File: config.mk
export PLATFORM = sky130hd
export DESIGN_NAME = rva_sqrt_cell
export DESIGN_NICKNAME = d
export VERILOG_FILES = /design/src/rtl/rva_pkg.sv /design/src/rtl/rva_sqrt_cell.sv
export SDC_FILE = /design/constraint.sdc
export NUM_CORES = 1
export LEC_CHECK = 0
export BUFFER_PORTS_ARGS = -buffer_cell sky130_fd_sc_hd__buf_2
export CORE_ASPECT_RATIO = 0.75
export CORE_MARGIN = 2
export CORE_UTILIZATION = 28
export DETAILED_ROUTE_END_ITERATION = 10
export SYNTH_ARGS = -nofsm -noshare
export SYNTH_HDL_FRONTEND = slang
export SYNTH_SLANG_ARGS = --single-unit
File: constraint.sdc
create_clock -name clk -period 4.15 [get_ports clk]
set_input_delay 0.83 -clock clk [delete_from_list [all_inputs] [get_ports clk]]
set_output_delay 0.83 -clock clk [all_outputs]
set_load 0.02 [all_outputs]
File: src/rtl/rva_pkg.sv
// ----------------------------------------------------------------------------
// rva_pkg
// shared widths, fixed-point constants, cell data types and the atan table
// for the axis-angle vector rotation pipeline
// ----------------------------------------------------------------------------
package rva_pkg;

  localparam int COMP_WIDTH_DEF    = 16;
  localparam int CORDIC_STAGES_DEF = 14;
  localparam int ANGLE_BITS        = 16;
  localparam int ATAN_LEN          = 24;

  // cordic datapath, q30 angles and coordinates
  localparam int CW = 36;

  // integer square root chain
  localparam int SW         = 61;
  localparam int SQRT_STEPS = 30;
  localparam int SQRT_TOP   = 58;

  // reciprocal divider chain
  localparam int DW        = 59;
  localparam int RW        = 30;
  localparam int QW        = 29;
  localparam int DIV_STEPS = 29;

  localparam logic signed [CW-1:0] PI_Q30      = 36'sd3373259426;
  localparam logic signed [CW-1:0] NEG_PI_Q30  = -36'sd3373259426;
  localparam logic signed [CW-1:0] TWO_PI_Q30  = 36'sd6746518852;
  localparam logic signed [CW-1:0] HALF_PI_Q30 = 36'sd1686629713;
  localparam logic signed [CW-1:0] NEG_HALF_PI = -36'sd1686629713;
  localparam logic signed [CW-1:0] CORDIC_K    = 36'sd652032874;

  typedef struct packed {
    logic signed [CW-1:0] x;
    logic signed [CW-1:0] y;
    logic signed [CW-1:0] z;
  } cordic_t;

  typedef struct packed {
    logic [SW-1:0] rem;
    logic [SW-1:0] res;
  } sqrt_t;

  typedef struct packed {
    logic [DW-1:0] rem;
    logic [RW-1:0] dvs;
    logic [QW-1:0] quo;
  } div_t;

  function automatic logic signed [CW-1:0] atan_q30(input int idx);
    logic signed [CW-1:0] a;
    case (idx)
      0:  a = 36'sd843314856;
      1:  a = 36'sd497837829;
      2:  a = 36'sd263043836;
      3:  a = 36'sd133525158;
      4:  a = 36'sd67021686;
      5:  a = 36'sd33543515;
      6:  a = 36'sd16775850;
      7:  a = 36'sd8388437;
      8:  a = 36'sd4194282;
      9:  a = 36'sd2097149;
      10: a = 36'sd1048575;
      11: a = 36'sd524287;
      12: a = 36'sd262143;
      13: a = 36'sd131071;
      14: a = 36'sd65535;
      15: a = 36'sd32767;
      16: a = 36'sd16383;
      17: a = 36'sd8191;
      18: a = 36'sd4095;
      19: a = 36'sd2047;
      20: a = 36'sd1023;
      21: a = 36'sd511;
      22: a = 36'sd255;
      23: a = 36'sd127;
      default: a = '0;
    endcase
    return a;
  endfunction

endpackage

File: src/rtl/rva_sqrt_cell.sv
// ----------------------------------------------------------------------------
// rva_sqrt_cell
// one step of the digit-by-digit integer square root
// ----------------------------------------------------------------------------
module rva_sqrt_cell #(
  parameter int IDX = 0
) (
  input  logic                  clk,
  input  logic                  en,
  input  rva_pkg::sqrt_t        din,
  output rva_pkg::sqrt_t        dout
);

  localparam logic [rva_pkg::SW-1:0] ONE =
    rva_pkg::SW'(1) << (rva_pkg::SQRT_TOP - 2 * IDX);

  logic [rva_pkg::SW-1:0] trial;

  assign trial = din.res + ONE;

  always_ff @(posedge clk) begin
    if (en) begin
      if (din.rem >= trial) begin
        dout.rem <= din.rem - trial;
        dout.res <= (din.res >> 1) + ONE;
      end else begin
        dout.rem <= din.rem;
        dout.res <= din.res >> 1;
      end
    end
  end

endmodule

Yosys cells after proc, flatten, opt, wreduce, memory -nomap -nowiden
Index checks and enable logic that the tools add are counted.
- flip-flop bits (word level): 122
- latch bits: 0
- memory bits (writable): 0
- ROM bits: 0
- input port bits: 124
- word-level logic and storage cells: 8
- memories kept: 0
- add/sub/neg operators: 3
- multipliers: 0
- divide/modulo/power cells: 0
- magnitude comparators: 1
- equality and inequality tests: 0
- shift operators: 0
- mux-type cells: 1
- bitwise logic cells: 0
- reduce and logical (&&, ||, !) cells: 0
- operators with widths (cell ; number):
    2-to-1 mux 122 bit ; 1
    adder 60 x 59 -> 61 bit, second input constant ; 1
    adder 61 x 59 -> 61 bit, second input constant ; 1
    >= comparator 61 bit ; 1
    subtractor 61 bit ; 1

Logic depth before layout (Yosys ltp)
Gate-level depths: netlist of run 1.
- word-level depth: 3
- gate-level depth with buffers: 15
- mapped depth without buffers: 12

Least setup slack after synthesis of run 1
OpenSTA, ideal clock, no wires.
- kind: input port to flip-flop
- from: input din[18] (netlist bit)
- to: register dout[121] (netlist bit), data pin
- setup time: 260 ps
- arrival time: 2991 ps
- required time: 3890 ps
- slack: 898 ps
- stages: 13
- path buffers: 3
- cell sequence: inv_1 > ha_1 > buf_6 > a21o_1 > a21boi_1 > o22ai_1 > nor3_2 > a21oi_2 > a32o_1 > or2_1 > buf_4 > buf_6 > mux2_4
- word-level cells in the longest chain between the ends: 3
- elaborated cells between the ends (all ways): 4
- classes of those cells: add/sub (2); order compare (1); mux (1)
- RTL lines (element ; RTL line ; text):
    start, declared ; rva_sqrt_cell.sv:10 ; input rva_pkg::sqrt_t din,
    adder 61 x 59 -> 61 bit (*) ; rva_sqrt_cell.sv:19 ; assign trial = din.res + ONE;
    subtractor 61 bit or >= comparator 61 bit (tied branches) ; rva_sqrt_cell.sv:24, rva_sqrt_cell.sv:23 ;
    2-to-1 mux 122 bit (*) ; rva_sqrt_cell.sv:23 ; if (din.rem >= trial) begin
    end, declared ; rva_sqrt_cell.sv:11 ; output rva_pkg::sqrt_t dout
Every way passes the cells marked *; elsewhere a longest branch is shown, timed or not.
A chain may end at the register's enable or synchronous reset.

Final worst setup path of run 1
- from: input din[3] (netlist bit)
- to: register dout[118] (netlist bit), data pin
Same word-level chain as after synthesis.

==> flow_summary.toml, run 1 <==
[outcome]
status = "finished clean"

[power_and_ir_drop]
p_comb_share_pct = 30.9
power_density_nw_per_um2 = 409
power.switching_mw = 1.44
p_sw_share_pct = 32.9
total_power_mw = 4.36
p_seq_share_pct = 36.4
p_clk_share_pct = 32.8
p_int_mw = 2.92
vdd_drop_max_v = 0.000272
power.leakage_nw = 4.73

[worst_setup_path]
path_class = "primary input to flop"
cp_max_fo = 5
arrival_ns = 3.89
critPathLaunchType = "primary input"
critPathRequiredTime_ns = 4.32
critPathCaptureType = "flop"

[timing]
hold_violations = 0
post-route-min-period_ns = 3.71
whs_ns = 0.590
post-route-period-util_pct = 89.4
fmax_ghz = 0.269
tightest_slew_ns = 0.685
timing.final.ws_setup_ns = 0.438
rsz0062_at_grt = "no"
slew_violations = 0
setup_viol = 0
finalSetupTns_ns = 0
relSlewSlack_pct = 53.7

[logic_synthesis]
yosys_warnings = 0
netlist_instances = 857
ys.flop_type = "edfxtp_1"
synthSimpleGateAreaFrac_pct = 12.7
syn_area_per_cell_um2 = 9.87
synth_cell_types = 68
yosysTopAreaCell = "edfxtp_1"
synth_compound_area_share_pct = 20.2
synth_fa_ha_area_share_pct = 9.56
synthTopCellsByCount = "122 x edfxtp_1, 106 x a21oi_1, 80 x nor2_1"
synth_top_family_by_area = "compound AO/OA/AOI/OAI gates"
async_reset_ff_share_pct = 0
netlist_top_cells_area = "edfxtp_1 43%, ha_1 9.3%, a21oi_1 6.3%"
synth_fp_nets = 1045
synth_area_um2 = 8460
synth_xor_area_share_pct = 6.11
synthMuxAreaShare_pct = 2.07
yosysMostFrequentCell = "edfxtp_1"
ys_seq_area_share_pct = 43.3
synth_top_area_share_pct = 43.3
synth-edff-count = 122
ys_seq_elements = 122

[grt]
grt_max_degree = 66
grt_pass1_vias = 6945
grt_overflow_total = 0
grt_pass1_wl_um = 39700
track_usage_pct = 16.5
antenna_found_initial = 3

[final_layout]
reg_top3 = "dout: 122 flops"
drive_gt1_share_pct = 29.4
nets = 1286
finish.utilization_pct = 35.6
final_cells = 1510
nFillCells = 3059
final_cell_area_um2 = 10700
largest_register = "dout"
area_delta_synth_final_pct = 25.9
largest_register_ffs = 122

[floorplan]
die_h_um = 155
initial_core_util_pct = 28.3
dieWidth_um = 205
core_area_um2 = 29900
ios = 246
dieArea_um2 = 31600
fp-row-count = 55

[clocking]
cts_max_level = 4
ctsResizeCount = 0
clk_pin_slew_worst_paths_ns = 0.06
cts-root-buf = "clkbuf_16"
clock_sinks = 122
cts_setup_buffers = 0
cts_tree = "done"
ctsHoldBuffers = 0
cts_made_buffers = 17
clockBufferDepth = 2

[place]
port_buffers = 245
place_inst = 1478
dpl_cell_area_um2 = 10100
dpl_worst_slack_ns = 0.00418
hpwl_um = 20600
place_congestion = 0.839

[min_path]
whs_path_depth = 1
worstHoldEndpoint = "dout[31]"
hp-class = "primary input to flop"
hold_start = "din[32]"

[route]
routedWlPerCell_um = 17.3
drtAntennaViolNets = 0
firstDrtPassIters = 5
drt_iter0_drc = 434
via_per_inst = 4.77
drc = 0
wirelength_um = 26100
via_count = 7208

[job]
drv_cap = 0
[worst max-delay path: stages]
cell and delay [ns]:
buf_2 0.08, inv_1 0.04, ha_1 0.34, and3_1 0.28
o21ai_1 0.19, a21oi_1 0.18, o211ai_1 0.46, a21oi_2 0.16
a2111oi_1 0.66, o31ai_1 0.20, xor2_1 0.18, mux2_4 0.27
[area by class of cell]
class	count	area [um2]	area share [%]
timing repair buffer	259	1380	12.9
tap	399	499	4.69
antenna	2	5.00	0.0470
sequential	122	3660	34.4
inverter	75	282	2.64
clock buffer	19	433	4.06
clock inverter	11	106	0.999
multi-input combinational	623	4290	40.2
[layout by cell type (no fill, tap or decap), types with 5 or more instances in the layout]
master,n
a21boi_0,5
nand4_1,19
buf_4,11
nand2_1,50
a31oi_1,7
nand3_1,15
mux2_4,11
o211ai_1,8
o21ba_2,5
nor3_1,13
clkbuf_16,17
edfxtp_1,122
xor2_1,23
xnor2_1,36
and3_1,7
o21ai_1,6
a21o_1,36
o31ai_1,5
o21bai_1,9
a21oi_1,106
inv_1,75
a211oi_1,6
nor2_1,80
and2_1,6
ha_1,63
o21ai_0,30
a21oi_2,6
buf_2,244
nand2b_1,7
[logic make-up (layout without fill, tap and decap cells)]
logic type                 Yosys count  count (layout)
AOI/OAI and AO/OA                  264             264
and+or+nand+nor                    224             224
DFF                                122             122
buffers and inverters              112             364
adders and majority gates           64              64
xor gates and xnor gates            59              59
muxes                               12              12
other                                0               2
[worst max-delay path by stage]
stage / start / end / cells past startpoint
floorplan: din[18] / dout[121] / 13
global placement: din[3] / dout[118] / 12
detailed placement: din[3] / dout[118] / 12
CTS: din[3] / dout[118] / 12
global route: din[17] / dout[98] / 14
finish: din[3] / dout[118] / 12
[layer usage]
metal | GRT usage (%) | wire length [um] | part of all wire (%)
met1 | 24.4 | 13200 | 51
met2 | 23.9 | 10900 | 42
met3 | 4.09 | 1740 | 6.7
met4 | 3.93 | 235 | 0.90
met5 | 0 | 11 | 0.042
[power groups by stage]
stage	clock, mW	combinational, mW	sequential (mW)
5_1_grt	1.52	1.48	1.60
4_1_cts	1.47	1.35	1.59
6_report	1.43	1.34	1.59
3_3_place_gp	0	1.34	1.61
3_5_place_dp	0	1.35	1.61
2_1_floorplan	0	0.712	1.81
Power figures use the tool's default switching activity.
==> run 2, diff against run 1 <==
Settings changed: CORE_UTILIZATION 28 to 52, PLACE_DENSITY from default to 0.8.
==> flow_summary.toml, run 2 (synthesized netlist as in run 1, its figures left out) <==
[outcome]
status = "finished clean"

[power_and_ir_drop]
total_power_mw = 4.17
p_seq_share_pct = 38.0
vdd_drop_max_v = 0.000283
p_sw_share_pct = 33.2
p_clk_share_pct = 30.3
power.switching_mw = 1.39
power.leakage_nw = 4.66
power_density_nw_per_um2 = 406
p_comb_share_pct = 31.7
p_int_mw = 2.79

[place]
port_buffers = 245
hpwl_um = 17700
place_congestion = 0.907
dpl_cell_area_um2 = 9800
place_inst = 1282

[final_layout]
reg_top3 = "dout: 122 flops"
largest_register = "dout"
drive_gt1_share_pct = 28.9
nets = 1279
final_cell_area_um2 = 10300
multiInputGateArea_um2 = 4290
finish.utilization_pct = 64.5
final_cell_mix = "244 x buf_2, 122 x edfxtp_1, 106 x a21oi_1, 80 x nor2_1, 75 x inv_1"
final_cells = 1311
area_delta_synth_final_pct = 21.7
register_area_um2 = 3660
diodes = 0
layout_commonest_cell = "buf_2"
largest_register_ffs = 122
nFillCells = 1308

[clocking]
cts_made_buffers = 17
ctsHoldBuffers = 0
clock_sinks = 122
clk_pin_slew_worst_paths_ns = 0.06
cts_tree = "done"
ctsResizeCount = 0
cts_max_level = 4
clockBufferDepth = 2
cts-root-buf = "clkbuf_16"
cts_setup_buffers = 0

[grt]
grt_pass1_wl_um = 35200
grt_pass1_vias = 6965
grt_overflow_total = 0
track_usage_pct = 26.4
grt_max_degree = 71
antenna_found_initial = 1

[timing]
post-route-min-period_ns = 3.46
relSlewSlack_pct = 39.6
rsz0062_at_grt = "no"
tightest_slew_ns = 0.906
hold_violations = 0
setup_viol = 0
fmax_ghz = 0.289
finalSetupTns_ns = 0
slew_violations = 0
post-route-period-util_pct = 83.3

[worst_setup_path]
path_class = "primary input to flop"
critPathRequiredTime_ns = 4.32
critPathCaptureType = "flop"
critPathLaunchType = "primary input"
cp_max_fo = 62
arrival_ns = 3.63

[route]
met3_length_um = 2270
drt_iter0_drc = 616
drc = 0
routedWlPerCell_um = 17.4
wirelength_um = 22800
maxUsedRoutingLayer = "met5"
drt-met1-wl_um = 10200
firstDrtPassIters = 5
wl_met2_um = 9790
via_count = 7502
via_per_inst = 5.72
drtAntennaViolNets = 0

[floorplan]
ios = 246
fp-row-count = 40
core_area_um2 = 16000
dieWidth_um = 151
die_h_um = 114
initial_core_util_pct = 53.0
dieArea_um2 = 17300

[min_path]
worstHoldEndpoint = "dout[21]"
hp-class = "primary input to flop"
whs_path_depth = 1
hold_start = "din[22]"

[job]
drv_cap = 0
run 2: cell types whose count changed in the layout (fill, tap and decap cells not counted):
cell	previous run	this run
diode_2	2	0
clkinv_1	3	4
clkinvlp_4	2	4
bufinv_16	2	0
clkbuf_1	2	1
clkinv_2	4	3
buf_12	3	2
buf_6	1	0
buf_4	11	6
run 2: worst max-delay path: stages:
cell,delay [ns]
buf_2,0.09
inv_1,0.04
ha_1,0.36
and3_1,0.26
o21ai_1,0.14
a21oi_1,0.28
o211ai_1,0.23
a21oi_2,0.39
a32o_1,0.23
or2_4,0.15
buf_12,0.27
mux2_4,0.33
run 2: final cells by class:
type	count	share of cell area (%)
Clock buffer	18	4.17
Clock inverter	11	0.584
Inverter	75	2.74
Multi-Input combinational cell	623	41.7
Sequential cell	122	35.6
Tap cell	210	2.55
Timing Repair Buffer	252	12.7
run 2: metrics by stage:
stage | worst slack (ns) | hold WS [ns]
finish | 0.693 | 0.588
global route | 0.521 | 0.574
floorplan | 0.898 | 0.929
detailed placement | 0.278 | 1.02
CTS | 0.697 | 0.580
global placement | 0.285 | 1.02
run 2: worst max-delay path by stage:
stage	from	endpoint	slack, ns	cells past startpoint
2_1_floorplan	din[18]	dout[121]	0.90	13
3_3_place_gp	din[3]	dout[118]	0.28	12
3_5_place_dp	din[3]	dout[118]	0.28	12
4_1_cts	din[3]	dout[118]	0.70	12
5_1_grt	din[3]	dout[118]	0.52	12
6_report	din[3]	dout[71]	0.69	12
run 2: per-layer routing:
layer,up-vias,global-route usage [%]
li1,3604,-
met1,3456,37.2
met2,392,39.8
met3,48,7.33
met4,2,8.22
met5,-,0
run 2: power by group through the flow:
stage	clock (mW)	combinational, mW	sequential [mW]
2_1_floorplan	0	0.712	1.81
3_3_place_gp	0	1.28	1.61
3_5_place_dp	0	1.31	1.61
4_1_cts	1.28	1.31	1.59
5_1_grt	1.33	1.44	1.60
6_report	1.26	1.32	1.59
==> run 3, diff against run 2 <==
Settings changed: ABC_AREA from default to 1, PLACE_DENSITY 0.8 to 0.78.
Clock period 4.15 ns to 3.2 ns, I/O delays scaled along.
==> flow_summary.toml, run 3 <==
[outcome]
status = "finished clean"

[logic_synthesis]
netlist_instances = 1628
yosysTopAreaCell = "edfxtp_1"
ys.flop_type = "edfxtp_1"
synth_area_um2 = 10500
yosys_warnings = 0
async_reset_ff_share_pct = 0
synth-edff-count = 122
synthTopCellsByCount = "653 x nand2_1, 355 x inv_1, 147 x nand3_1"
ys_seq_area_share_pct = 34.9
synth_cell_types = 31
syn_area_per_cell_um2 = 6.46
ys_seq_elements = 122
synth_fp_nets = 1816
netlist_top_cells_area = "edfxtp_1 35%, nand2_1 23%, inv_1 13%"
yosysMostFrequentCell = "nand2_1"
synth_top_area_share_pct = 34.9

[route]
firstDrtPassIters = 8
via_count = 11231
wirelength_um = 38100
drc = 0
drt_iter0_drc = 1251
via_per_inst = 5.17
drtAntennaViolNets = 0
routedWlPerCell_um = 17.5

[final_layout]
area_delta_synth_final_pct = 22.5
final_cell_area_um2 = 12900
diodes = 0
final_cell_mix = "652 x nand2_1, 355 x inv_1, 244 x buf_2, 147 x nand3_1, 122 x edfxtp_1"
layout_commonest_cell = "nand2_1"
largest_register = "dout"
nets = 2089
final_cells = 2172
finish.utilization_pct = 64.2
nFillCells = 1874
reg_top3 = "dout: 122 flops"
drive_gt1_share_pct = 17.9
largest_register_ffs = 122
register_area_um2 = 3660
multiInputGateArea_um2 = 5320

[clocking]
cts-root-buf = "clkbuf_16"
clockBufferDepth = 2
cts_max_level = 4
clock_sinks = 122
cts_tree = "done"
ctsHoldBuffers = 0
clk_pin_slew_worst_paths_ns = 0.06
ctsResizeCount = 0
cts_setup_buffers = 0
cts_made_buffers = 17

[timing]
slew_violations = 0
fmax_ghz = 0.326
whs_ns = 0.395
rsz0062_at_grt = "no"
relSlewSlack_pct = 48.7
post-route-period-util_pct = 95.9
hold_violations = 0
setup_viol = 0
tightest_slew_ns = 0.762
post-route-min-period_ns = 3.07
finalSetupTns_ns = 0

[worst_setup_path]
cp_slowest_cell = "nor4_1"
path_class = "primary input to flop"
cp_top_family = "simple AND/OR/NAND/NOR gates"
critPathLaunchType = "primary input"
critPathCaptureType = "flop"
path_cells = "buf_2 > ha_1 > xnor2_1 > ha_1 > inv_1 > nor4_1 > nand4_1 > o21ai_1 > nor2_4 > buf_12 > nand3_1 > nand2_1"
cp_max_fo = 28
path_common_cell = "ha_1"
critPathRequiredTime_ns = 3.38
cp_num_buf_inv = 3
arrival_ns = 3.25
slowest_delay_ns = 0.71

[min_path]
hp-class = "primary input to flop"
worstHoldEndpoint = "dout[11]"
hold_start = "din[12]"
whs_path_depth = 1

[floorplan]
fp-row-count = 45
core_area_um2 = 20000
dieArea_um2 = 21400
ios = 246
initial_core_util_pct = 52.4
dieWidth_um = 168
die_h_um = 127

[place]
place_congestion = 0.998
place_inst = 2140
dpl_cell_area_um2 = 12200
hpwl_um = 31500
port_buffers = 245

[grt]
grt_pass1_wl_um = 57300
grt_overflow_total = 0
grt_max_degree = 58
grt_pass1_vias = 10211
antenna_found_initial = 0
track_usage_pct = 35.6

[power_and_ir_drop]
power_density_nw_per_um2 = 489
power.leakage_nw = 7.47
vdd_drop_max_v = 0.000358

[job]
drv_cap = 0
[run 3: changes by cell type after synthesis, moves of 8 or more]
cell      delta
xnor2_1     -33
inv_1      +280
nand3_1    +132
a21o_1      -35
nor2_1      +27
nand2_1    +603
a21oi_1     -63
inv_2       +21
o211ai_1     -8
o21ai_0     -26
mux2_4      -11
clkbuf_1    -14
[run 3: worst max path at each step]
stage / start / end / slack (ns) / cells past startpoint
finish: din[58] / dout[93] / 0.13 / 12
global route: din[58] / dout[66] / 0.05 / 12
CTS: din[58] / dout[93] / 0.25 / 12
detailed placement: din[58] / dout[93] / -0.18 / 12
global placement: din[58] / dout[64] / -0.15 / 12
floorplan: din[58] / dout[109] / 0.68 / 13
[run 3: area by class of cell]
type	count	area share [%]
clock inverters	14	1.52
inverters	377	11.0
clock buffers	18	3.33
repair buffers	273	11.9
well taps	258	2.51
multi-input cells	1110	41.3
flip-flops and latches	122	28.5
[run 3: stage by stage]
step / worst slack [ns] / power [mW]
2_1_floorplan: 0.677 / 3.38
3_3_place_gp: -0.148 / 4.12
3_5_place_dp: -0.176 / 4.15
4_1_cts: 0.247 / 6.25
5_1_grt: 0.0502 / 6.56
6_report: 0.130 / 6.30
[run 3: cell families after synthesis]
logic type | Yosys count | share of synthesized area, %
compound gates | 55 | 2.79
xor+xnor | 31 | 2.58
fa+ha+maj | 64 | 7.69
buf+inv | 396 | 14.6
flops | 122 | 34.9
simple gates | 960 | 37.5
[run 3: metal layers]
layer  global-route usage, %  routed length, um  vias to the layer above
met1                    56.1              18200                     5088
met3                    7.93               4600                       38
li1                        -                  -                     5523
met2                    49.9              14800                      582
met5                       0                  0                        -
met4                    6.80                520                        0
[run 3: power by group]
part,internal [mW],switching (mW),total (mW)
Sequential,2.01,0.0574,2.07
Clock,1.31,0.805,2.11
Combinational,0.678,1.43,2.11
Total,4.00,2.30,6.30
