`config.mk`:
```
export PLATFORM = sky130hd
export DESIGN_NAME = rva_div_cell
export DESIGN_NICKNAME = d
export VERILOG_FILES = /design/src/rtl/rva_pkg.sv /design/src/rtl/rva_div_cell.sv
export SDC_FILE = /design/constraint.sdc
export NUM_CORES = 1
export LEC_CHECK = 0
export BUFFER_PORTS_ARGS = -buffer_cell sky130_fd_sc_hd__buf_2
export CAP_MARGIN = 20
export CORE_UTILIZATION = 54
export DETAILED_ROUTE_END_ITERATION = 7
export PLACE_DENSITY_LB_ADDON = 0.3
export SYNTH_ARGS = -nofsm -noshare
export SYNTH_HDL_FRONTEND = slang
export SYNTH_SLANG_ARGS = --single-unit
export TNS_END_PERCENT = 50
```
`constraint.sdc`:
```
create_clock -name clk -period 5.1 [get_ports clk]
set_input_delay 0.765 -clock clk [delete_from_list [all_inputs] [get_ports clk]]
set_output_delay 0.765 -clock clk [all_outputs]
set_load 0.1 [all_outputs]
```
`src/rtl/rva_pkg.sv`:
```
// ----------------------------------------------------------------------------
// rva_pkg
// shared widths, fixed-point constants, cell data types and the atan table
// for the axis-angle vector rotation pipeline
// ----------------------------------------------------------------------------
package rva_pkg;

  localparam int COMP_WIDTH_DEF    = 16;
  localparam int CORDIC_STAGES_DEF = 14;
  localparam int ANGLE_BITS        = 16;
  localparam int ATAN_LEN          = 24;

  // cordic datapath, q30 angles and coordinates
  localparam int CW = 36;

  // integer square root chain
  localparam int SW         = 61;
  localparam int SQRT_STEPS = 30;
  localparam int SQRT_TOP   = 58;

  // reciprocal divider chain
  localparam int DW        = 59;
  localparam int RW        = 30;
  localparam int QW        = 29;
  localparam int DIV_STEPS = 29;

  localparam logic signed [CW-1:0] PI_Q30      = 36'sd3373259426;
  localparam logic signed [CW-1:0] NEG_PI_Q30  = -36'sd3373259426;
  localparam logic signed [CW-1:0] TWO_PI_Q30  = 36'sd6746518852;
  localparam logic signed [CW-1:0] HALF_PI_Q30 = 36'sd1686629713;
  localparam logic signed [CW-1:0] NEG_HALF_PI = -36'sd1686629713;
  localparam logic signed [CW-1:0] CORDIC_K    = 36'sd652032874;

  typedef struct packed {
    logic signed [CW-1:0] x;
    logic signed [CW-1:0] y;
    logic signed [CW-1:0] z;
  } cordic_t;

  typedef struct packed {
    logic [SW-1:0] rem;
    logic [SW-1:0] res;
  } sqrt_t;

  typedef struct packed {
    logic [DW-1:0] rem;
    logic [RW-1:0] dvs;
    logic [QW-1:0] quo;
  } div_t;

  function automatic logic signed [CW-1:0] atan_q30(input int idx);
    logic signed [CW-1:0] a;
    case (idx)
      0:  a = 36'sd843314856;
      1:  a = 36'sd497837829;
      2:  a = 36'sd263043836;
      3:  a = 36'sd133525158;
      4:  a = 36'sd67021686;
      5:  a = 36'sd33543515;
      6:  a = 36'sd16775850;
      7:  a = 36'sd8388437;
      8:  a = 36'sd4194282;
      9:  a = 36'sd2097149;
      10: a = 36'sd1048575;
      11: a = 36'sd524287;
      12: a = 36'sd262143;
      13: a = 36'sd131071;
      14: a = 36'sd65535;
      15: a = 36'sd32767;
      16: a = 36'sd16383;
      17: a = 36'sd8191;
      18: a = 36'sd4095;
      19: a = 36'sd2047;
      20: a = 36'sd1023;
      21: a = 36'sd511;
      22: a = 36'sd255;
      23: a = 36'sd127;
      default: a = '0;
    endcase
    return a;
  endfunction

endpackage

```
`src/rtl/rva_div_cell.sv`:
```
// ----------------------------------------------------------------------------
// rva_div_cell
// one quotient bit of the restoring reciprocal divider
// ----------------------------------------------------------------------------
module rva_div_cell #(
  parameter int BIT = 0
) (
  input  logic                  clk,
  input  logic                  en,
  input  rva_pkg::div_t         din,
  output rva_pkg::div_t         dout
);

  logic [rva_pkg::DW-1:0] dsh;

  assign dsh = rva_pkg::DW'(din.dvs) << BIT;

  always_ff @(posedge clk) begin
    if (en) begin
      dout.dvs <= din.dvs;
      if (din.rem >= dsh) begin
        dout.rem <= din.rem - dsh;
        dout.quo <= din.quo | (rva_pkg::QW'(1) << BIT);
      end else begin
        dout.rem <= din.rem;
        dout.quo <= din.quo;
      end
    end
  end

endmodule

```
; Word-level counts from Yosys, hierarchy flattened
; Index checks and enable logic that the tools add are counted.
[totals]
register_bits = 118
output_inout_bits = 118
elab_cells = 7
[op_classes]
n_lt_le_gt_ge = 1
add_sub_neg = 1
muxes = 1
[ops]
columns = cell, count
row1 = >= comparator 59 x 30 -> 1 bit, 1
row2 = two-way mux 59 bit, 1
row3 = subtractor 59 x 30 -> 59 bit, 1

; Longest topological paths before layout
; Gate-level depths: netlist of the first run.
[depth]
word_depth = 2
depth_mapped = 13
mapped_depth_nobuf = 12

; Worst setup path after synthesis of the first run
; No wires, ideal clock.
[synth_timing]
kind = input port to flip-flop
startpoint = input din[59] (netlist name)
endpoint = register dout[107] (netlist name), data pin
arrival_ns = 3.054
required_ns = 4.842
path_buffers = 1
stages = 12
setup_slack_ns = 1.788
path_cell_list = inv_1 > ha_1 > inv_1 > fa_1 > a21oi_1 > o211ai_1 > a211oi_1 > nor3_1 > o21ai_0 > clkbuf_1 > nand4_1 > xnor2_1
[synth_between]
elab_chain_cells = 2
word_cells_on_any_way = 3
classes_between = add/sub (1) / order compare (1) / mux (1)
[synth_lines]
columns = element, line
row1 = start: declaration, rva_div_cell.sv:10  ; input rva_pkg::div_t din,
row2 = subtractor 59 x 30 -> 59 bit / >= comparator 59 x 30 -> 1 bit (equally long branches), "rva_div_cell.sv:22, rva_div_cell.sv:21"
row3 = two-way mux 59 bit *, rva_div_cell.sv:21  ; if (din.rem >= dsh) begin
row4 = end: declaration, rva_div_cell.sv:11  ; output rva_pkg::div_t dout
; Every way passes the cells marked *; elsewhere a longest branch is shown, timed or not.
; A chain may end at the register's enable or synchronous reset.

; Worst setup path in the final report of the first run
[layout_timing]
startpoint = input din[58] (netlist name)
endpoint = register dout[107] (netlist name), data pin
; The elaborated chain is that of the path after synthesis.

==> flow_summary.toml, run 1 <==
[setup_path]
crit_path_end_kind = "flip-flop"
path_cells = "buf_2 -> inv_1 -> ha_1 -> nand2_1 -> nor4bb_1 -> nand4_1 -> o311a_4 -> a221oi_4 -> nand4_1 -> xnor2_1"
cp_max_fo = 13
start_kind = "input pin"
crit_path_max_incr_delay_ns = 0.57
crit_path_frequent_cell = "nand4_1"
crit_required_ns = 5.27
crit_type = "input pin to flip-flop"
crit_path_top_delay_cell = "ha_1"
cp.arrival_ns = 3.69

[cells_and_area]
nets = 980
top_register = "dout"
area_growth_pct = 28.5
drive_above_1_share = 0.338
multiInputGateArea_um2 = 2690
regArea_um2 = 3540
fillers = 847
largest_reg_flops = 118
n_antenna_cell = 0
reg_top3 = "dout (118)"
fin_util = 0.720

[place]
place_congestion = 0.907
port_buffers = 237
hpwl_um = 12600
post-place-ws_ns = 1.19

[timing]
setup_ws_ns = 1.58
post-route-period-util = 0.690
relSlewSlack = 0.408
drv_slew = 0
worst_pin_slew_ns = 0.885
hold_viol = 0
finalSetupTns_ns = 0
fmax_mhz = 284
period_minus_slack_ns = 3.52
whs_ns = 0.517
finalSetupViolCount = 0
rsz0062_at_grt = "no"

[synth]
synthesis.nets = 734
avgSynthCellArea_um2 = 11.1
syn_inst = 583
yosys_register_bits = 118
ys_warn_count = 0
synthTopCellsByArea = "edfxtp_1 55%, ha_1 5.8%, xnor2_1 4.9%"
synth.most_common_cell = "edfxtp_1"
synth_area_um2 = 6480
yosys.area.top_type = "edfxtp_1"
synth_top_area_frac = 0.547
synth_edf_count = 118
synthFlopType = "edfxtp_1"
synth_cell_type_count = 58
yosys-top-cells-count = "118 x edfxtp_1, 58 x a21oi_1, 52 x nor2_1"
yosysSeqAreaShare = 0.547
synth-async-reset-ratio = 0

[floorplanning]
fp.dieArea_um2 = 12400
core_area_um2 = 11600
fp.dieW_um = 112
ios = 238
start_util = 0.560
row_count = 39
dieHeight_um = 112

[pwr]
p_leak_uw = 0.00357
powerDensity_nw_per_um2 = 420
ir_drop_mv = 0.271

[routing]
vias = 5513
drt_first_pass_iters = 7
drcViolationCount = 20
drt-initial-drc-count = 412
vias_per_cell = 5.60
avgRoutedWirePerCell_um = 17.0
wl_um = 16700
antenna_left = 0

[cts]
clock-sinks = 118
clkSlewWorstSetupHoldPaths_ns = 0.06
cts_hold_buf = 0
cts_resized = 0
clock_path_buffers = 2
clockRootBuffer = "clkbuf_16"
cts_buffers = 17
cts_tree = "yes"
post_cts_buffers = 0
cts_htree_levels = 4

[grt]
grt_pass1_vias = 5522
overflow = 0
antenna_found_initial = 1
grt_start_max_net_pins = 63
track_usage = 0.272
grt_pass1_wl_um = 26200

[worst_hold_path]
hold_path.class = "input pin to flip-flop"
hold-path-endpoint = "dout[17]"
min_from = "din[17]"
hold_depth = 1

[run]
cap_violations = 0

[outcome]
status = "finished, violations left"
violations = "design-rule violations"
critical path, delay by kind of cell:
family                     cells  cell delay [ns]
AOI/OAI and AO/OA              2             0.98
buffers and inverters          2             0.13
xor gates and xnor gates       1             0.19
and+or+nand+nor                4             1.05
adders and majority gates      1             0.57
worst max path at each step:
stage | from | endpoint | slack [ns] | depth (start not counted)
after floorplan | din[59] | dout[107] | 1.79 | 12
after global placement | din[58] | dout[113] | 1.21 | 10
after detailed placement | din[58] | dout[107] | 1.19 | 10
after CTS | din[58] | dout[113] | 1.62 | 10
after global routing | din[58] | dout[109] | 1.34 | 10
final | din[58] | dout[107] | 1.58 | 10
logic make-up after synthesis:
| kind of cell | Yosys count | share of synthesized area |
|---|---|---|
| and+or+nand+nor | 193 | 0.152 |
| adders and majority gates | 31 | 0.0610 |
| xor gates and xnor gates | 51 | 0.0689 |
| DFF | 118 | 0.547 |
| buffers and inverters | 56 | 0.0378 |
| AOI/OAI and AO/OA | 134 | 0.134 |
placed cells by master (no fill, tap or decap), types with 6 or more instances in the layout:
cell       Yosys  routed
clkbuf_16      0      17
xor2_1        15      15
nor3_1        16      16
o21ai_0       26      25
nand4_1       18      18
ha_1          30      30
buf_2          4     236
edfxtp_1     118     118
a21o_1        10      10
nand3_1       17      17
nor4_1         6       6
inv_1         43      43
nand2_1       46      46
a21oi_1       58      58
nor2_1        52      52
xnor2_1       36      36
nand4b_1       8       8
layer usage:
| metal | GRT usage | routed length [um] |
|---|---|---|
| met1 | 0.318 | 6800 |
| met5 | 0 | 13 |
| met4 | 0.118 | 404 |
| met3 | 0.0724 | 1050 |
| met2 | 0.473 | 8420 |
power breakdown:
group / internal (uW) / switching, uW / leakage, uW
Combinational: 220 / 971 / 0.00215
Clock: 662 / 430 / 0.000267
Sequential: 1190 / 23.7 / 0.00116
Total: 2070 / 1420 / 0.00357
metrics by stage:
stage	cell area, um^2	power (uW)	instances
CTS	8330	3510	984
floorplan	6480	2190	583
detailed placement	7790	2420	953
global route	8330	3600	984
global placement	7790	2410	953
finish	8330	3500	984
area by class of cell:
type | instances | share of cell area
clock inverter | 13 | 0.0132
inverter | 43 | 0.0194
sequential | 118 | 0.426
tap | 143 | 0.0215
clock buffer | 18 | 0.0515
multi-input combinational | 409 | 0.323
timing repair buffer | 240 | 0.145
No activity file was read; power rests on OpenSTA's default activity.
==> inputs of run 2 (changes only) <==
--- a/config.mk
+++ b/config.mk
@@ -7,7 +7,7 @@
 export LEC_CHECK = 0
 export BUFFER_PORTS_ARGS = -buffer_cell sky130_fd_sc_hd__buf_2
 export CAP_MARGIN = 20
-export CORE_UTILIZATION = 54
+export CORE_UTILIZATION = 50
 export DETAILED_ROUTE_END_ITERATION = 7
 export PLACE_DENSITY_LB_ADDON = 0.3
 export SYNTH_ARGS = -nofsm -noshare
==> constraint.sdc (replaced) <==
create_clock -name clk -period 3.56 [get_ports clk]
set_input_delay 0.534 -clock clk [delete_from_list [all_inputs] [get_ports clk]]
set_output_delay 0.534 -clock clk [all_outputs]
set_load 0.1 [all_outputs]
==> run 2 against run 1 <==
Net effect:
- the run now ends clean
- routed wire length increased by 7.2%
- die area increased by 7.8%
- clock power increased by 73%
- final cell count increased by 4.3%
- clock-buffer cell count decreased by 1
- total power increased by 53%
- sequential power increased by 44%
- non-clock buffer count increased by 12
- critical endpoint is now dout[115]
==> flow_summary.toml, run 2 (same netlist as run 1, synthesis figures left out) <==
[pwr]
p_int_uw = 3220
ir_drop_mv = 0.334
p_leak_uw = 0.00369
share_comb_of_total_power = 0.322
clkPwrFrac = 0.353
switching_share = 0.397
p_switching_uw = 2130
seqPwrFrac = 0.325
powerDensity_nw_per_um2 = 623

[cells_and_area]
top_register = "dout"
fillers = 979
drive_above_1_share = 0.350
n_antenna_cell = 0
reg_top3 = "dout (118)"
largest_reg_flops = 118
layout_common_cells = "236 x buf_2, 118 x edfxtp_1, 58 x a21oi_1, 52 x nor2_1, 46 x nand2_1"
final_cell_area_um2 = 8580
area_growth_pct = 32.5
nets = 992
final_common_cell = "buf_2"

[place]
post-place-ws_ns = 0.0239
dpl_cell_area_um2 = 7940
place_congestion = 0.903
port_buffers = 237
hpwl_um = 13300

[cts]
clock_path_buffers = 2
cts_tree = "yes"
cts_hold_buf = 0
cts_htree_levels = 4
cts_buffers = 17
post_cts_buffers = 0
cts_resized = 0
clkSlewWorstSetupHoldPaths_ns = 0.06
clockRootBuffer = "clkbuf_16"
clock-sinks = 118

[worst_hold_path]
hold_path.class = "input pin to flip-flop"

[setup_path]
crit_type = "input pin to flip-flop"
crit_path_end_kind = "flip-flop"
cp.arrival_ns = 3.31
start_kind = "input pin"
crit_required_ns = 3.73
cp_max_fo = 13

[routing]
antenna_left = 0
vias_per_cell = 5.48
drcViolationCount = 0
wl_met3_um = 1190
avgRoutedWirePerCell_um = 17.4
met1_length_um = 7320
drt_first_pass_iters = 5
highest_layer = "met4"
drt-initial-drc-count = 362
wl_met2_um = 8990
vias = 5620
wl_um = 17900

[timing]
worst_pin_slew_ns = 0.819
rsz0062_at_grt = "no"
period_minus_slack_ns = 3.14
fmax_mhz = 319
setup_ws_ns = 0.422
hold_viol = 0
drv_slew = 0
finalSetupViolCount = 0
finalSetupTns_ns = 0
relSlewSlack = 0.452
post-route-period-util = 0.882

[run]
cap_violations = 0

[floorplanning]
row_count = 41
fp.dieArea_um2 = 13400
dieHeight_um = 116
ios = 238
start_util = 0.513
core_area_um2 = 12600
fp.dieW_um = 116

[grt]
overflow = 0
grt_start_max_net_pins = 70
grt_pass1_vias = 5519
antenna_found_initial = 0
track_usage = 0.269
grt_pass1_wl_um = 27100

[outcome]
status = "finished, final reports clean"
==> run 2: cell count changes in the layout (fill, tap and decap cells not counted), sizes merged <==
cell / delta
buf: +12
clkbuf: -1
clkinvlp: -1
inv: +4
clkinv: -4
bufinv: +3
==> run 2: metal layers <==
layer,track usage,up-vias
li1,-,2677
met3,0.0575,28
met1,0.318,2651
met2,0.474,264
met5,0,-
met4,0.109,0
==> run 2: worst paths after layout <==
kind | from | to | depth (start not counted)
worst max-delay path | din[37] | dout[115] | 10
worst min-delay path | din[6] | dout[6] | 1
==> run 2: through the flow <==
| stage | cells | power [uW] | util | hold WS [ns] |
|---|---|---|---|---|
| 6_report | 1026 | 5350 | 0.680 | 0.284 |
| 4_1_cts | 1026 | 5360 | 0.680 | 0.271 |
| 3_3_place_gp | 994 | 3470 | 0.629 | 0.710 |
| 5_1_grt | 1026 | 5510 | 0.680 | 0.264 |
| 2_1_floorplan | 583 | 3130 | - | 0.633 |
| 3_5_place_dp | 994 | 3480 | 0.629 | 0.712 |
==> run 2: layout make-up <==
| cell class | instances | area (um^2) | area share |
|---|---|---|---|
| inverters | 43 | 161 | 0.0188 |
| clock inverters | 15 | 220 | 0.0257 |
| clock buffers | 17 | 425 | 0.0496 |
| well taps | 172 | 215 | 0.0251 |
| multi-input cells | 409 | 2690 | 0.314 |
| repair buffers | 252 | 1330 | 0.155 |
| flip-flops and latches | 118 | 3540 | 0.413 |
==> run 2: critical path, stage by stage <==
cell	delay [ns]
buf_2	0.09
inv_1	0.04
ha_1	0.35
nand3_1	0.17
nor4_1	0.49
nand4_1	0.19
o311a_4	0.40
a221oi_4	0.64
nand4_1	0.20
xnor2_1	0.19
==> run 2: power groups by stage <==
stage | sequential, uW | clock [uW] | combinational, uW
final | 1740 | 1890 | 1720
after global routing | 1750 | 1960 | 1800
after CTS | 1740 | 1900 | 1720
after detailed placement | 1770 | 0 | 1710
after global placement | 1770 | 0 | 1700
after floorplan | 2780 | 0 | 349
==> inputs of run 3 (changes only) <==
--- a/config.mk
+++ b/config.mk
@@ -5,9 +5,10 @@
 export SDC_FILE = /design/constraint.sdc
 export NUM_CORES = 1
 export LEC_CHECK = 0
+export ABC_AREA = 1
 export BUFFER_PORTS_ARGS = -buffer_cell sky130_fd_sc_hd__buf_2
 export CAP_MARGIN = 20
-export CORE_UTILIZATION = 50
+export CORE_UTILIZATION = 53
 export DETAILED_ROUTE_END_ITERATION = 7
 export PLACE_DENSITY_LB_ADDON = 0.3
 export SYNTH_ARGS = -nofsm -noshare
==> constraint.sdc (replaced) <==
create_clock -name clk -period 3.56 [get_ports clk]
set_input_delay 0.534 -clock clk [delete_from_list [all_inputs] [get_ports clk]]
set_output_delay 0.534 -clock clk [all_outputs]
set_load 0.05 [all_outputs]
==> run 3 against run 2 <==
Net effect:
- the run now ends with design-rule violations left
- cell area is 18% higher
- core utilization is 0.63 points higher
- synthesized cell count is 90% higher
- first-iteration DRC count is 42% higher
- sequential power hardly changed
- final cell count is 52% higher
- routed wire length is 40% higher
- sequential share of layout area is 6.2 points lower
- clock-buffer cell count stayed put
- synthesized area is 25% higher
==> flow_summary.toml, run 3 <==
[outcome]
status = "finished, violations left"
violations = "design-rule violations"

[pwr]
p_int_uw = 3150
p_total_uw = 4880
share_comb_of_total_power = 0.273
p_leak_uw = 0.00523
switching_share = 0.354
ir_drop_mv = 0.293
powerDensity_nw_per_um2 = 483
clkPwrFrac = 0.371
p_switching_uw = 1730
seqPwrFrac = 0.356

[cells_and_area]
nets = 1510
final_common_cell = "nand2_1"
largest_reg_flops = 118
final_cells = 1556
area_growth_pct = 24.6
top_register = "dout"
layout_common_cells = "427 x nand2_1, 236 x buf_2, 215 x inv_1, 118 x edfxtp_1, 104 x nor2_1"
reg_top3 = "dout (118)"
n_antenna_cell = 0
drive_above_1_share = 0.233
fin_util = 0.687

[timing]
hold_viol = 0
drv_slew = 0
period_minus_slack_ns = 2.70
relSlewSlack = 0.625
finalSetupViolCount = 0
finalSetupTns_ns = 0
fmax_mhz = 370
post-route-period-util = 0.759
whs_ns = 0.285
rsz0062_at_grt = "no"
worst_pin_slew_ns = 0.562

[grt]
track_usage = 0.322
grt_start_max_net_pins = 80
grt_pass1_vias = 7332
overflow = 0
antenna_found_initial = 0
grt_pass1_wl_um = 38200

[synth]
avgSynthCellArea_um2 = 7.31
synth_cell_type_count = 30
synth_area_um2 = 8100
synth.most_common_cell = "nand2_1"
synth_compound_area_frac = 0.0341
synth-async-reset-ratio = 0
synthSimpleGateAreaFrac = 0.342
synth_edf_count = 118
synth_top_family_by_area = "simple AND/OR/NAND/NOR gates"
muxShareOfSynthArea = 0
ys_warn_count = 0
synth_xor_area_frac = 0.0259
yosys-top-cells-count = "427 x nand2_1, 215 x inv_1, 118 x edfxtp_1"
yosys_register_bits = 118
synthTopCellsByArea = "edfxtp_1 44%, nand2_1 20%, inv_1 10%"
synthesis.nets = 1259
yosysSeqAreaShare = 0.437
synth_top_area_frac = 0.437
yosys.area.top_type = "edfxtp_1"
synthFlopType = "edfxtp_1"
syn_inst = 1108
synthAdderAreaFrac = 0.0488

[routing]
drcViolationCount = 23
wl_um = 25000
antenna_left = 0
vias_per_cell = 5.08
vias = 7904
drt-initial-drc-count = 515
avgRoutedWirePerCell_um = 16.1
drt_first_pass_iters = 8

[setup_path]
crit_type = "input pin to flip-flop"
start_kind = "input pin"
cp-startpoint = "din[31]"
crit_required_ns = 3.85
cp_max_fo = 44
crit_path_end_kind = "flip-flop"
cp.arrival_ns = 2.99

[floorplanning]
core_area_um2 = 14700
row_count = 44
dieHeight_um = 126
start_util = 0.551
fp.dieArea_um2 = 15800
ios = 238
fp.dieW_um = 126

[worst_hold_path]
hold_path.class = "input pin to flip-flop"
hold_depth = 1
min_from = "din[5]"

[place]
place_inst = 1524
hpwl_um = 20300
port_buffers = 237
place_congestion = 1.03

[cts]
post_cts_buffers = 0
clock-sinks = 118
cts_hold_buf = 0
clockRootBuffer = "clkbuf_16"
cts_buffers = 17
clock_path_buffers = 2
cts_tree = "yes"
clkSlewWorstSetupHoldPaths_ns = 0.06
cts_htree_levels = 4
cts_resized = 0

[run]
cap_violations = 0
==> run 3: changes by cell type after synthesis, moves of 11 or more <==
cell | previous run | this run
nand2_1 | 46 | 427
o21ai_0 | 26 | 4
nand3_1 | 17 | 64
xnor2_1 | 36 | 0
inv_1 | 43 | 215
nor2_2 | 0 | 13
a21oi_1 | 58 | 17
a21oi_2 | 1 | 15
nand3b_1 | 1 | 12
nor2_1 | 52 | 104
==> run 3: path summary, 6_finish.rpt <==
kind       end  slack, ns
max   dout[75]       0.86
min    dout[5]       0.28
==> run 3: cell type report <==
type | count | area, um^2
Clock buffer | 17 | 425
Clock inverter | 15 | 190
Fill cell | 1247 | 4610
Inverter | 219 | 827
Multi-Input combinational cell | 763 | 3650
Sequential cell | 118 | 3540
Tap cell | 184 | 230
Timing Repair Buffer | 240 | 1220
==> run 3: critical path, stage by stage <==
cell	delay [ns]
buf_2	0.08
inv_1	0.04
ha_1	0.37
nand2_1	0.12
nand3_1	0.24
nand3_1	0.15
nand3_1	0.20
nand2_1	0.12
nand2_1	0.08
nand2_1	0.13
nand2_4	0.23
inv_6	0.42
nand2_1	0.13
nand2_1	0.09
==> run 3: routing by layer <==
metal	track usage	wire [um]	part of all wire	vias to the layer above
met5	0	0	0	-
met4	0.0983	535	0.021	0
met3	0.0667	1900	0.076	35
met2	0.551	11900	0.48	315
met1	0.410	10700	0.43	3596
li1	-	-	-	3958
==> run 3: cells by family after synthesis <==
kind of cell,after synthesis
AND/OR/NAND/NOR,666
flip-flops,118
AO/OA/AOI/OAI,42
XOR/XNOR,24
buffers and inverters,227
adder cells (fa/ha/maj),31
==> run 3: stage by stage <==
| stage | setup WS, ns | instance area, um^2 |
|---|---|---|
| floorplan | 1.26 | 8100 |
| global placement | 0.524 | 9480 |
| detailed placement | 0.486 | 9480 |
| CTS | 0.913 | 10100 |
| global route | 0.692 | 10100 |
| finish | 0.859 | 10100 |
==> run 3: power groups by stage <==
stage	Sequential (uW)	Combinational (uW)	Clock, uW
6_report	1740	1330	1810
4_1_cts	1740	1330	1820
3_5_place_dp	1760	1320	0
3_3_place_gp	1760	1310	0
2_1_floorplan	2260	428	0
5_1_grt	1750	1420	1880
